$ cat src/rtl/hpr_pkg.sv
// Package for the hashed partition router: payload types, status and
// strategy codes, hash constants. No dependencies.
`timescale 1ns / 1ps

package hpr_pkg;

	localparam int unsigned MAX_PARTITIONS_DEF         = 1024;
	localparam int unsigned SUPPORTED_HASH_VERSION_DEF = 1;

	localparam logic [63:0] FNV_BASIS = 64'hcbf29ce484222325;
	localparam logic [63:0] FNV_MULT  = 64'h00000100000001b3;
	localparam logic [63:0] MIX_MUL1  = 64'hbf58476d1ce4e5b9;
	localparam logic [63:0] MIX_MUL2  = 64'h94d049bb133111eb;

	localparam logic [1:0] STRAT_KEY    = 2'd0;
	localparam logic [1:0] STRAT_HASH   = 2'd1;
	localparam logic [1:0] STRAT_SOURCE = 2'd2;
	localparam logic [1:0] STRAT_MANUAL = 2'd3;

	localparam logic [1:0] PHASE_ACTIVE = 2'd1;

	localparam logic [2:0] REG_STRATEGY   = 3'd0;
	localparam logic [2:0] REG_PHASE      = 3'd1;
	localparam logic [2:0] REG_TOTAL      = 3'd2;
	localparam logic [2:0] REG_SEED       = 3'd3;
	localparam logic [2:0] REG_REVISION   = 3'd4;
	localparam logic [2:0] REG_GENERATION = 3'd5;
	localparam logic [2:0] REG_HASH_VER   = 3'd6;

	typedef enum logic [2:0] {
		ST_OK          = 3'd0,
		ST_MAP_INVALID = 3'd1,
		ST_UNSUPPORTED = 3'd2,
		ST_NOT_ACTIVE  = 3'd3,
		ST_REQ_INVALID = 3'd4
	} status_t;

	typedef struct packed {
		logic [7:0]  key_byte;
		logic        key_final;
		logic        key_absent;
		logic [63:0] given_hash;
		logic        given_hash_present;
		logic [63:0] node_ident;
		logic [63:0] publisher_ident;
		logic [63:0] publisher_era;
		logic [15:0] manual_target;
		logic        manual_present;
	} hpr_req_t;

	typedef struct packed {
		logic [2:0] route_status;
		logic [9:0] chosen_partition;
	} hpr_rsp_t;

endpackage

$ cat src/rtl/hashed_partition_router.sv
// Top level of the hashed partition router: sequencer, shared multiplier
// and bit-serial modulo unit. Depends on hpr_pkg.
`timescale 1ns / 1ps

// The router takes one request word at a time and answers each message with
// one response word (status and partition). Requests that fail the map checks
// (key words that carry a byte apart), manual requests and key words that carry
// no byte skip the byte hashing. Hashed requests run every byte through FNV-1a
// on one shared 32x32 multiplier: an xor, then a 64-bit multiply built from
// partial products taken in turn. A key byte that opens a message absorbs 9
// bytes (seed and key byte), a later key byte one, a hash request 16 bytes and
// a source request 32 bytes. The final word of a message then adds the
// splitmix64 finalizer (two multiplies) and a restoring modulo that retires
// one dividend bit per cycle. A final key word with no byte that closes an open
// key goes straight to the finalizer. The request side is ready only while the
// sequencer is idle; a finished response sits in its own output register, so
// the next request is taken while it waits.
// Configuration must be written only while no request is in flight.
module hashed_partition_router #(
	parameter int unsigned MAX_PARTITIONS         = hpr_pkg::MAX_PARTITIONS_DEF,
	parameter int unsigned SUPPORTED_HASH_VERSION = hpr_pkg::SUPPORTED_HASH_VERSION_DEF
) (
	input  logic              clk,
	input  logic              arst_n,
	input  logic              cfg_we,
	input  logic [2:0]        cfg_index,
	input  logic [63:0]       cfg_data,
	input  logic              req_valid,
	output logic              req_ready,
	input  hpr_pkg::hpr_req_t req,
	output logic              rsp_valid,
	input  logic              rsp_ready,
	output hpr_pkg::hpr_rsp_t rsp
);

	typedef enum logic [7:0] {
		S_IDLE   = 8'b0000_0001,
		S_ABSORB = 8'b0000_0010,
		S_MUL    = 8'b0000_0100,
		S_MIX_A  = 8'b0000_1000,
		S_MIX_B  = 8'b0001_0000,
		S_MIX_C  = 8'b0010_0000,
		S_DIV    = 8'b0100_0000,
		S_DONE   = 8'b1000_0000
	} state_t;

	// Configuration registers.
	logic [1:0]  strategy_q;
	logic [1:0]  phase_q;
	logic [10:0] total_q;
	logic [63:0] seed_q;
	logic [63:0] revision_q;
	logic [63:0] generation_q;
	logic [7:0]  hash_ver_q;

	always_ff @(posedge clk or negedge arst_n) begin
		if (!arst_n) begin
			strategy_q   <= hpr_pkg::STRAT_KEY;
			phase_q      <= '0;
			total_q      <= '0;
			seed_q       <= '0;
			revision_q   <= '0;
			generation_q <= '0;
			hash_ver_q   <= 8'd1;
		end else if (cfg_we) begin
			case (cfg_index)
				hpr_pkg::REG_STRATEGY:   strategy_q   <= cfg_data[1:0];
				hpr_pkg::REG_PHASE:      phase_q      <= cfg_data[1:0];
				hpr_pkg::REG_TOTAL:      total_q      <= cfg_data[10:0];
				hpr_pkg::REG_SEED:       seed_q       <= cfg_data;
				hpr_pkg::REG_REVISION:   revision_q   <= cfg_data;
				hpr_pkg::REG_GENERATION: generation_q <= cfg_data;
				hpr_pkg::REG_HASH_VER:   hash_ver_q   <= cfg_data[7:0];
				default: ;
			endcase
		end
	end

	// Map checks, evaluated against the registers seen when a word arrives.
	hpr_pkg::status_t map_st;
	always_comb begin
		if (revision_q == '0 || generation_q == '0 || total_q == '0 ||
				{6'd0, total_q} > 17'(MAX_PARTITIONS)) begin
			map_st = hpr_pkg::ST_MAP_INVALID;
		end else if (hash_ver_q != 8'(SUPPORTED_HASH_VERSION)) begin
			map_st = hpr_pkg::ST_UNSUPPORTED;
		end else if (phase_q != hpr_pkg::PHASE_ACTIVE) begin
			map_st = hpr_pkg::ST_NOT_ACTIVE;
		end else begin
			map_st = hpr_pkg::ST_OK;
		end
	end

	state_t           state_q;
	logic [63:0]      h_q;        // running hash, later the dividend
	logic [255:0]     buf_q;      // bytes still to absorb, lowest first
	logic [5:0]       cnt_q;      // bytes left in buf_q
	logic [1:0]       mstep_q;    // 0 absorbing, 1 after first mix, 2 after second
	logic [1:0]       mph_q;      // multiply phase
	logic [63:0]      mult_q;     // constant operand of the multiply
	logic [63:0]      acc_q;
	logic [10:0]      rem_q;
	logic [5:0]       dcnt_q;
	logic             key_open_q;
	logic             need_q;     // message ends with this word
	hpr_pkg::status_t res_st_q;
	logic [9:0]       res_part_q;
	logic             out_valid_q;
	hpr_pkg::hpr_rsp_t out_q;

	// Shared 32x32 multiplier: the low 64 bits of a 64x64 product are built
	// from lo*lo, lo*hi and hi*lo in turn.
	logic [31:0] op_a;
	logic [31:0] op_b;
	logic [63:0] prod;
	always_comb begin
		case (mph_q)
			2'd0: begin
				op_a = h_q[31:0];
				op_b = mult_q[31:0];
			end
			2'd1: begin
				op_a = h_q[31:0];
				op_b = mult_q[63:32];
			end
			default: begin
				op_a = h_q[63:32];
				op_b = mult_q[31:0];
			end
		endcase
		prod = {32'd0, op_a} * {32'd0, op_b};
	end

	// One restoring division step.
	logic [11:0] rem_sh;
	logic [11:0] rem_sub;
	logic [10:0] rem_next;
	always_comb begin
		rem_sh   = {rem_q, h_q[63]};
		rem_sub  = rem_sh - {1'b0, total_q};
		rem_next = (rem_sh >= {1'b0, total_q}) ? rem_sub[10:0] : rem_sh[10:0];
	end

	assign req_ready = (state_q == S_IDLE);
	logic accept;
	assign accept = req_valid && req_ready;

	// A finished result moves to the output register once that register is free
	// or is being emptied in the same cycle.
	logic load_out;
	assign load_out = (state_q == S_DONE) && (!out_valid_q || rsp_ready);

	always_ff @(posedge clk or negedge arst_n) begin
		if (!arst_n) begin
			state_q     <= S_IDLE;
			key_open_q  <= 1'b0;
			mph_q       <= '0;
			mstep_q     <= '0;
			cnt_q       <= '0;
			dcnt_q      <= '0;
			need_q      <= 1'b0;
			out_valid_q <= 1'b0;
			h_q         <= '0;
		end else begin
			if (load_out) begin
				out_valid_q <= 1'b1;
			end else if (rsp_ready) begin
				out_valid_q <= 1'b0;
			end
			case (state_q)
				S_IDLE: begin
					if (accept) begin
						mstep_q <= '0;
						case (strategy_q)
							hpr_pkg::STRAT_KEY: begin
								need_q     <= req.key_final;
								res_part_q <= '0;
								if (!req.key_absent) begin
									res_st_q   <= map_st;
									key_open_q <= !req.key_final;
									if (!key_open_q) begin
										buf_q <= {184'd0, req.key_byte, seed_q};
										cnt_q <= 6'd9;
										h_q   <= hpr_pkg::FNV_BASIS;
									end else begin
										buf_q <= {248'd0, req.key_byte};
										cnt_q <= 6'd1;
									end
									state_q <= S_ABSORB;
								end else if (req.key_final) begin
									key_open_q <= 1'b0;
									if (map_st != hpr_pkg::ST_OK) begin
										res_st_q <= map_st;
										state_q  <= S_DONE;
									end else if (!key_open_q) begin
										res_st_q <= hpr_pkg::ST_REQ_INVALID;
										state_q  <= S_DONE;
									end else begin
										// The open key is closed with no new byte; the
										// running hash is already complete.
										res_st_q <= hpr_pkg::ST_OK;
										state_q  <= S_MIX_A;
									end
								end
							end
							hpr_pkg::STRAT_HASH: begin
								key_open_q <= 1'b0;
								need_q     <= 1'b1;
								res_part_q <= '0;
								if (map_st != hpr_pkg::ST_OK) begin
									res_st_q <= map_st;
									state_q  <= S_DONE;
								end else if (!req.given_hash_present) begin
									res_st_q <= hpr_pkg::ST_REQ_INVALID;
									state_q  <= S_DONE;
								end else begin
									res_st_q <= hpr_pkg::ST_OK;
									buf_q    <= {128'd0, req.given_hash, seed_q};
									cnt_q    <= 6'd16;
									h_q      <= hpr_pkg::FNV_BASIS;
									state_q  <= S_ABSORB;
								end
							end
							hpr_pkg::STRAT_SOURCE: begin
								key_open_q <= 1'b0;
								need_q     <= 1'b1;
								res_part_q <= '0;
								if (map_st != hpr_pkg::ST_OK) begin
									res_st_q <= map_st;
									state_q  <= S_DONE;
								end else if (req.node_ident == '0 ||
										req.publisher_ident == '0 ||
										req.publisher_era == '0) begin
									res_st_q <= hpr_pkg::ST_REQ_INVALID;
									state_q  <= S_DONE;
								end else begin
									res_st_q <= hpr_pkg::ST_OK;
									buf_q <= {req.publisher_era, req.publisher_ident,
										req.node_ident, seed_q};
									cnt_q   <= 6'd32;
									h_q     <= hpr_pkg::FNV_BASIS;
									state_q <= S_ABSORB;
								end
							end
							default: begin
								key_open_q <= 1'b0;
								state_q    <= S_DONE;
								if (map_st != hpr_pkg::ST_OK) begin
									res_st_q   <= map_st;
									res_part_q <= '0;
								end else if (!req.manual_present ||
										req.manual_target >= {5'd0, total_q}) begin
									res_st_q   <= hpr_pkg::ST_REQ_INVALID;
									res_part_q <= '0;
								end else begin
									res_st_q   <= hpr_pkg::ST_OK;
									res_part_q <= req.manual_target[9:0];
								end
							end
						endcase
					end
				end
				S_ABSORB: begin
					h_q     <= h_q ^ {56'd0, buf_q[7:0]};
					buf_q   <= {8'd0, buf_q[255:8]};
					cnt_q   <= cnt_q - 6'd1;
					mult_q  <= hpr_pkg::FNV_MULT;
					mph_q   <= 2'd0;
					state_q <= S_MUL;
				end
				S_MUL: begin
					mph_q <= mph_q + 2'd1;
					case (mph_q)
						2'd0: acc_q <= prod;
						2'd1: acc_q[63:32] <= acc_q[63:32] + prod[31:0];
						default: begin
							h_q <= {acc_q[63:32] + prod[31:0], acc_q[31:0]};
							case (mstep_q)
								2'd1: state_q <= S_MIX_B;
								2'd2: state_q <= S_MIX_C;
								default: begin
									if (cnt_q != '0) begin
										state_q <= S_ABSORB;
									end else if (!need_q) begin
										state_q <= S_IDLE;
									end else if (res_st_q != hpr_pkg::ST_OK) begin
										state_q <= S_DONE;
									end else begin
										state_q <= S_MIX_A;
									end
								end
							endcase
						end
					endcase
				end
				S_MIX_A: begin
					h_q     <= h_q ^ (h_q >> 30);
					mult_q  <= hpr_pkg::MIX_MUL1;
					mstep_q <= 2'd1;
					mph_q   <= 2'd0;
					state_q <= S_MUL;
				end
				S_MIX_B: begin
					h_q     <= h_q ^ (h_q >> 27);
					mult_q  <= hpr_pkg::MIX_MUL2;
					mstep_q <= 2'd2;
					mph_q   <= 2'd0;
					state_q <= S_MUL;
				end
				S_MIX_C: begin
					h_q     <= h_q ^ (h_q >> 31);
					rem_q   <= '0;
					dcnt_q  <= 6'd63;
					state_q <= S_DIV;
				end
				S_DIV: begin
					rem_q  <= rem_next;
					h_q    <= {h_q[62:0], 1'b0};
					dcnt_q <= dcnt_q - 6'd1;
					if (dcnt_q == '0) begin
						res_part_q <= rem_next[9:0];
						state_q    <= S_DONE;
					end
				end
				S_DONE: begin
					if (load_out) begin
						state_q <= S_IDLE;
					end
				end
				default: state_q <= S_IDLE;
			endcase
		end
	end

	// Response register; error statuses always carry partition zero.
	always_ff @(posedge clk) begin
		if (load_out) begin
			out_q.route_status     <= res_st_q;
			out_q.chosen_partition <= (res_st_q == hpr_pkg::ST_OK) ? res_part_q : 10'd0;
		end
	end

	assign rsp_valid = out_valid_q;
	assign rsp       = out_q;

	a_err_zero: assert property (@(posedge clk) disable iff (!arst_n)
		rsp_valid && rsp.route_status != hpr_pkg::ST_OK |-> rsp.chosen_partition == '0)
		else $error("error response with nonzero partition");
	a_rem_range: assert property (@(posedge clk) disable iff (!arst_n)
		state_q == S_DIV |-> rem_q < total_q)
		else $error("modulo remainder out of range");
	a_mul_phase: assert property (@(posedge clk) disable iff (!arst_n)
		state_q == S_MUL && mph_q == 2'd2 |=> state_q != S_MUL || mph_q == 2'd0)
		else $error("multiply ran past three phases");
	a_ok_range: assert property (@(posedge clk) disable iff (!arst_n)
		rsp_valid && rsp.route_status == hpr_pkg::ST_OK |->
			{1'b0, rsp.chosen_partition} < total_q)
		else $error("partition not below partition count");

endmodule
$ cat config.mk
export PLATFORM = sky130hd
export DESIGN_NAME = hashed_partition_router
export DESIGN_NICKNAME = d
export VERILOG_FILES = /design/src/rtl/hpr_pkg.sv /design/src/rtl/hashed_partition_router.sv
export SDC_FILE = /design/constraint.sdc
export NUM_CORES = 2
export LEC_CHECK = 0
export BUFFER_PORTS_ARGS = -buffer_cell sky130_fd_sc_hd__clkbuf_2
export CAP_MARGIN = 0
export CORE_ASPECT_RATIO = 1.4
export CORE_UTILIZATION = 30
export DETAILED_ROUTE_END_ITERATION = 7
export GPL_ROUTABILITY_DRIVEN = 1
export SLEW_MARGIN = 5
export SYNTH_ARGS = -nofsm -noshare
export SYNTH_HDL_FRONTEND = slang
export SYNTH_SLANG_ARGS = --single-unit
$ cat constraint.sdc
create_clock -name clk -period 18.3 [get_ports clk]
set_input_delay 3.66 -clock clk [delete_from_list [all_inputs] [get_ports clk]]
set_output_delay 3.66 -clock clk [all_outputs]
set_load 0.05 [all_outputs]
Word level (Yosys, flattened, before mapping)
Index checks and enable logic that the tools add are counted.

$add $sub $neg: 5. $mul: 1. Divide/modulo/power cells: 0. Order comparisons: 3. Equality and inequality tests: 34. Shifts and indexed selects: 0. Multiplexer cells: 82. Bitwise logic cells: 4. Reduce and logical (&&, ||, !) cells: 60.

Operators by type and width (number): 256-bit two-way mux (6); 256-bit one-hot mux with 3 select lines (1); 64-bit two-way mux (8); 256-bit one-hot mux with 2 select lines (1); 64-bit one-hot mux with 7 select lines (1); 64-bit one-hot mux with 3 select lines (2); 64-bit zero test (5); 8-bit two-way mux (15); 72-bit two-way mux (1); 32-bit by 32-bit multiplier with 64-bit output (1); 32-bit two-way mux (2); 32-bit one-hot mux with 2 select lines (1); 64-bit by 33-bit XOR with 64-bit output (1); 64-bit by 34-bit XOR with 64-bit output (1); 64-bit by 37-bit XOR with 64-bit output (1); 64-bit by 8-bit XOR with 64-bit output (1); 10-bit two-way mux (5); 8-bit one-hot mux with 6 select lines (1); 6-bit two-way mux (6); 32-bit adder (1); 3-bit two-way mux (10); 6-bit one-hot mux with 2 select lines (2); 8-bit one-hot mux with 3 select lines (1); 11-bit one-hot mux with 2 select lines (1); other kinds (56) (114).

Register bits after elaboration: 727. Latch bits: 0. Bits in writable memories: 0. ROM bits: 0. Input bits: 356. Logic and storage cells: 214. Memories kept: 0.

Depth between registers and ports, before layout
Word-level depth: 12. Mapped depth: 45. Mapped depth without buffers: 40.

Least setup slack after synthesis
Ideal clock, no wire load.

Path type: input-to-reg. Start: in req[179] (netlist name). End: reg buf_q[0], enable pin. Arrival time: 15.420 ns. Slack: 2.001 ns. Stages: 8. Buffers on the path: 1. Path through: nor4_1 nand4_1 nor4_1 nor3_1 a31oi_1 a22o_1 clkbuf_1 nor2_1.

Cells in the longest elaborated chain, start to end: 5.

Ends and longest elaborated chain: from (decl) (line hashed_partition_router.sv:30) `input hpr_pkg::hpr_req_t req,`; 64-bit zero test (line hashed_partition_router.sv:231) `end else if (req.node_ident == '0 ||`; 1-bit logical OR (line hashed_partition_router.sv:231); 1-bit logical OR (line hashed_partition_router.sv:232) `req.publisher_ident == '0 ||`; 3-bit inequality test (no source line); 9-bit AND reduction (no source line); to (signal assigned) (line hashed_partition_router.sv:218) `buf_q <= {128'd0, req.given_hash, seed_q};`; to (signal assigned) (line hashed_partition_router.sv:238) `buf_q <= {req.publisher_era, req.publisher_ident,`; to (signal assigned) (line hashed_partition_router.sv:265) `buf_q <= {8'd0, buf_q[255:8]};`; to (decl) (line hashed_partition_router.sv:96) `logic [255:0] buf_q;`.

No other way between the ends. A chain may end at the register's enable or synchronous reset.

Final worst setup path
Start: reg mph_q[1]. End: reg acc_q[52], data pin.

Cells in the longest elaborated chain, start to end: 6.

Ends and longest elaborated chain: from (decl) (line hashed_partition_router.sv:99) `logic [1:0] mph_q;`; from (signal assigned) (line hashed_partition_router.sv:272) `mph_q <= mph_q + 2'd1;`; 2-bit by 1-bit == test with 1-bit output or 2-bit zero test (tied branches) (line hashed_partition_router.sv:117, hashed_partition_router.sv:273); 2-bit OR reduction (no source line); 32-bit two-way mux (line hashed_partition_router.sv:117) `case (mph_q)`; 32-bit by 32-bit multiplier with 64-bit output (line hashed_partition_router.sv:131) `prod = {32'd0, op_a} * {32'd0, op_b};`; 32-bit adder (line hashed_partition_router.sv:275) `2'd1: acc_q[63:32] <= acc_q[63:32] + prod[31:0];`; 32-bit one-hot mux with 2 select lines (*) (line hashed_partition_router.sv:273) `case (mph_q)`; to (signal assigned) (line hashed_partition_router.sv:274) `2'd0: acc_q <= prod;`; to (signal assigned) (line hashed_partition_router.sv:275); to (decl) (line hashed_partition_router.sv:101) `logic [63:0] acc_q;`.

Every way passes the cells marked *; elsewhere a longest branch is shown, timed or not.

==> results_tabular.tex <==
\begin{tabular}{lr}
\hline
Metric & Value \\
\hline
\multicolumn{2}{l}{\textbf{Outcome}} \\
\quad Result of the run & finished clean \\
\multicolumn{2}{l}{\textbf{Die}} \\
\quad Effective utilization at floorplan & 0.3022 \\
\quad Die area & 211,200 µm² \\
\quad Number of placement rows & 198 \\
\quad Die Ht & 543.4 µm \\
\quad \# IOs & 371 \\
\quad Core Box Area & 207,900 µm² \\
\quad Overall die width & 388.7 µm \\
\multicolumn{2}{l}{\textbf{Yosys}} \\
\quad Fraction of post-synthesis cell area in the top cell type by area & 0.2655 \\
\quad Total nets after synthesis & 7,878 \\
\quad Flops \& latches, synth & 668 \\
\quad Largest cells by area after synthesis & sky130\_fd\_sc\_hd\_\_fa\_1, sky130\_fd\_sc\_hd\_\_edfxtp\_1, sky130\_fd\_sc\_hd\_\_dfrtp\_1, sky130\_fd\_sc\_hd\_\_ha\_1, sky130\_fd\_sc\_hd\_\_inv\_1 \\
\quad Number of enable flip-flop cells after synthesis & 362 \\
\quad Cell types with the highest counts after synthesis & sky130\_fd\_sc\_hd\_\_inv\_1, sky130\_fd\_sc\_hd\_\_fa\_1, sky130\_fd\_sc\_hd\_\_nand2\_1, sky130\_fd\_sc\_hd\_\_nor2\_1, sky130\_fd\_sc\_hd\_\_ha\_1 \\
\quad Synthesis warning total & 0 \\
\quad Unique cell type count in the Yosys netlist & 84 \\
\quad Cell area after synthesis & 62,810 µm² \\
\quad Avg Synthesized Cell Area & 9.968 µm² \\
\quad Main flop type after synthesis & sky130\_fd\_sc\_hd\_\_edfxtp\_1 \\
\quad Most frequent cell after synthesis & sky130\_fd\_sc\_hd\_\_inv\_1 \\
\quad Async set or reset register ratio after synthesis & 0.4581 \\
\quad Gate Count Post-Synth & 6,301 \\
\quad Sequential-to-total area share from yosys stat & 0.2950 \\
\quad Library cell occupying the most area in the post-synthesis netlist & sky130\_fd\_sc\_hd\_\_fa\_1 \\
\multicolumn{2}{l}{\textbf{Timing}} \\
\quad Clock Skews & 96.45 ps \\
\quad Setup tns final & 0 ps \\
\quad Portion of the clock cycle consumed by the worst path in the final layout & 0.6232 \\
\quad Final worst slack & 6896 ps \\
\quad Tmin final & 11,400 ps \\
\quad Minimum hold slack & 467.1 ps \\
\quad Setup violation total in the final timing report & 0 \\
\quad Relative slew margins & 0.1858 \\
\quad Unrepaired setup endpoints after global routing & false \\
\quad Final Hold Vio Count & 0 \\
\quad Fin. max-slew vios & 0 \\
\quad FMAX & 0.08769 GHz \\
\quad Slew at the pin closest to its max-slew limit & 1221 ps \\
\multicolumn{2}{l}{\textbf{Drt}} \\
\quad Average detailed-routed wire length per instance & 25.71 µm \\
\quad Total via count in the routed design & 48,100 \\
\quad Via density per instance & 5.194 \\
\quad Final wirelength & 238,100 µm \\
\quad Initial detailed-routing violation count & 3,987 \\
\quad Detail Route Antenna Nets & 0 \\
\quad Number of detailed-route iterations in the first pass & 7 \\
\quad DRC errors left & 0 \\
\multicolumn{2}{l}{\textbf{Clocking}} \\
\quad CTS tree & built \\
\quad CTS sink count & 668 \\
\quad Clock root buffer master & sky130\_fd\_sc\_hd\_\_clkbuf\_16 \\
\quad Register clock-pin slew on the reported worst setup and hold paths & 70 ps \\
\quad Number of buffers inserted during clock tree synthesis & 60 \\
\quad Number of setup buffers added after CTS & 0 \\
\quad CTS H-Tree Depth & 2 \\
\quad CTS Hold Buffers Added & 0 \\
\quad Maximum clock insertion buffer count & 3 \\
\quad Resize count post-CTS & 0 \\
\quad Insertion delay to the later sink of the worst-skew pair & 710 ps \\
\multicolumn{2}{l}{\textbf{Setup path}} \\
\quad Startpoint kind of the worst setup timing path & flip-flop \\
\quad Beginning of the worst register-to-register path & mph\_q[1] \\
\quad Slowest-stage cell, CP & sky130\_fd\_sc\_hd\_\_a2111oi\_1 \\
\quad Type of the setup path with the least slack & flip-flop to flip-flop \\
\quad CP Capture Type & flip-flop \\
\quad Critical Path Max Stage Delay & 1050 ps \\
\quad Worst path required time & 18,720 ps \\
\quad Maximum fanout encountered on the critical timing path & 34 \\
\quad Crit path from & mph\_q[1] \\
\quad Reg-to-reg slack, setup & 6900 ps \\
\quad Critical path arrival & 11,820 ps \\
\multicolumn{2}{l}{\textbf{Global routing}} \\
\quad First-pass GRT wire length & 348,100 µm \\
\quad GR Util All Layers & 0.2249 \\
\quad Initial antenna violation count & 31 \\
\quad Number of global-route vias before repair & 51,350 \\
\quad Pin count of the biggest net entering global routing & 184 \\
\quad Total gr overflow & 0 \\
\multicolumn{2}{l}{\textbf{Final layout}} \\
\quad Layout Cells excl Fill & 9,261 \\
\quad Footprint of the flip-flops and latches & 18,530 µm² \\
\quad Fraction of final layout cells sized beyond drive strength 1 & 0.1268 \\
\quad Area overhead of the layout relative to synthesis & 11.07\% \\
\quad Fill cell total of the finished layout & 21,290 \\
\quad Nets & 8,071 \\
\quad Multi-input gate area in the final layout & 39,420 µm² \\
\multicolumn{2}{l}{\textbf{Job}} \\
\quad Maximum Capacitance Violations & 0 \\
\multicolumn{2}{l}{\textbf{Placed design}} \\
\quad Worst Setup Slack post-DPL & 7000 ps \\
\quad Placed wire-length estimate after detailed placement & 196,500 µm \\
\quad Total of buffers placed on input and output ports & 370 \\
\quad Placed instance count & 9,132 \\
\quad Final GP Congestion & 1.023 \\
\multicolumn{2}{l}{\textbf{Hold path}} \\
\quad Critical hold path startpoint & buf\_q[80] \\
\quad Path class of the lowest-slack min-delay path & flip-flop to flip-flop \\
\hline
\end{tabular}
-- state kept, by name, indices dropped and copies added (netlist names), 2 cells and up --
signal	cells
rem_q	11
rsp	13
mph_q	2
res_st_q	3
res_part_q	10
hash_ver_q	8
generation_q	64
cnt_q	6
h_q	64
state_q	8
strategy_q	2
revision_q	64
dcnt_q	6
mstep_q	2
seed_q	64
buf_q	256
acc_q	64
phase_q	2
mult_q	5
total_q	11
-- critical path: cells and delay by family (launching register included) --
kind | cells | cell delay, ps
AO/OA/AOI/OAI | 6 | 2110
XOR/XNOR | 1 | 500
adder cells (fa/ha/maj) | 10 | 4400
buffers and inverters | 12 | 1830
flip-flops | 1 | 380
AND/OR/NAND/NOR | 5 | 1860
-- kinds of logic (layout without fill, tap and decap cells) --
kind of cell    Yosys count  after routing  synth area share
buf+inv                1331           1575           0.07968
mux                     260            260           0.04592
simple gates           1916           1916            0.1336
other cells               0             16                 0
fa+ha+maj              1221           1221            0.3428
xor+xnor                117            117           0.01631
flops                   668            668            0.2950
compound gates          788            788           0.08669
-- per-layer routing --
metal | track usage | share of wire | vias up | wire length [µm]
met2 | 0.4109 | 0.52 | 2009 | 123200
met5 | 0 | 0.00075 | - | 179
met1 | 0.2440 | 0.35 | 24370 | 83520
met4 | 0.1432 | 0.075 | 26 | 17850
li1 | - | - | 21160 | -
met3 | 0.02957 | 0.056 | 539 | 13350
-- area by class of cell --
class | instances | share of cell area
antenna | 16 | 0.0005739
clock buffer | 82 | 0.02371
clock inverter | 31 | 0.006528
inverter | 1011 | 0.05440
multi-input combinational | 4302 | 0.5650
sequential | 668 | 0.2656
tap | 2700 | 0.04842
timing repair buffer | 451 | 0.03576
-- placed cells by master, fill, tap and decap left out, drive strengths merged, types with 19 or more instances in the layout --
| cell | count |
|---|---|
| buf | 82 |
| a221o | 38 |
| nor2 | 527 |
| nand3 | 261 |
| xnor2 | 82 |
| mux2 | 225 |
| nor3 | 28 |
| a22oi | 24 |
| and2 | 20 |
| ha | 388 |
| a21o | 75 |
| a211oi | 24 |
| and3 | 26 |
| dfrtp | 304 |
| o21bai | 19 |
| clkinv | 21 |
| clkbuf | 451 |
| nor4 | 99 |
| o21ai | 144 |
| a221oi | 38 |
| nor2b | 21 |
| nand4 | 46 |
| mux2i | 35 |
| nand2 | 821 |
| o221ai | 31 |
| edfxtp | 362 |
| fa | 833 |
| a22o | 67 |
| inv | 1007 |
| a21oi | 186 |
| a31oi | 31 |
| xor2 | 35 |
-- worst paths after layout --
kind	endpoint	cells after the start
max in group asynchronous	h_q[7]	2
worst min register to register	buf_q[72]	2
worst min-delay path	buf_q[72]	2
worst max register to register	acc_q[52]	34
min in group asynchronous	revision_q[21]	1
worst max-delay path	acc_q[52]	34
-- metrics by stage --
stage / util / instance area [µm²]
final: 0.3356 / 69760
after global routing: 0.3355 / 69730
after CTS: 0.3354 / 69720
after detailed placement: 0.3253 / 67610
after global placement: 0.3253 / 67610
after floorplan: - / 62810
Power is not shown: default switching activity piles up to over one toggle a cycle in this logic, so the estimate is an artifact.
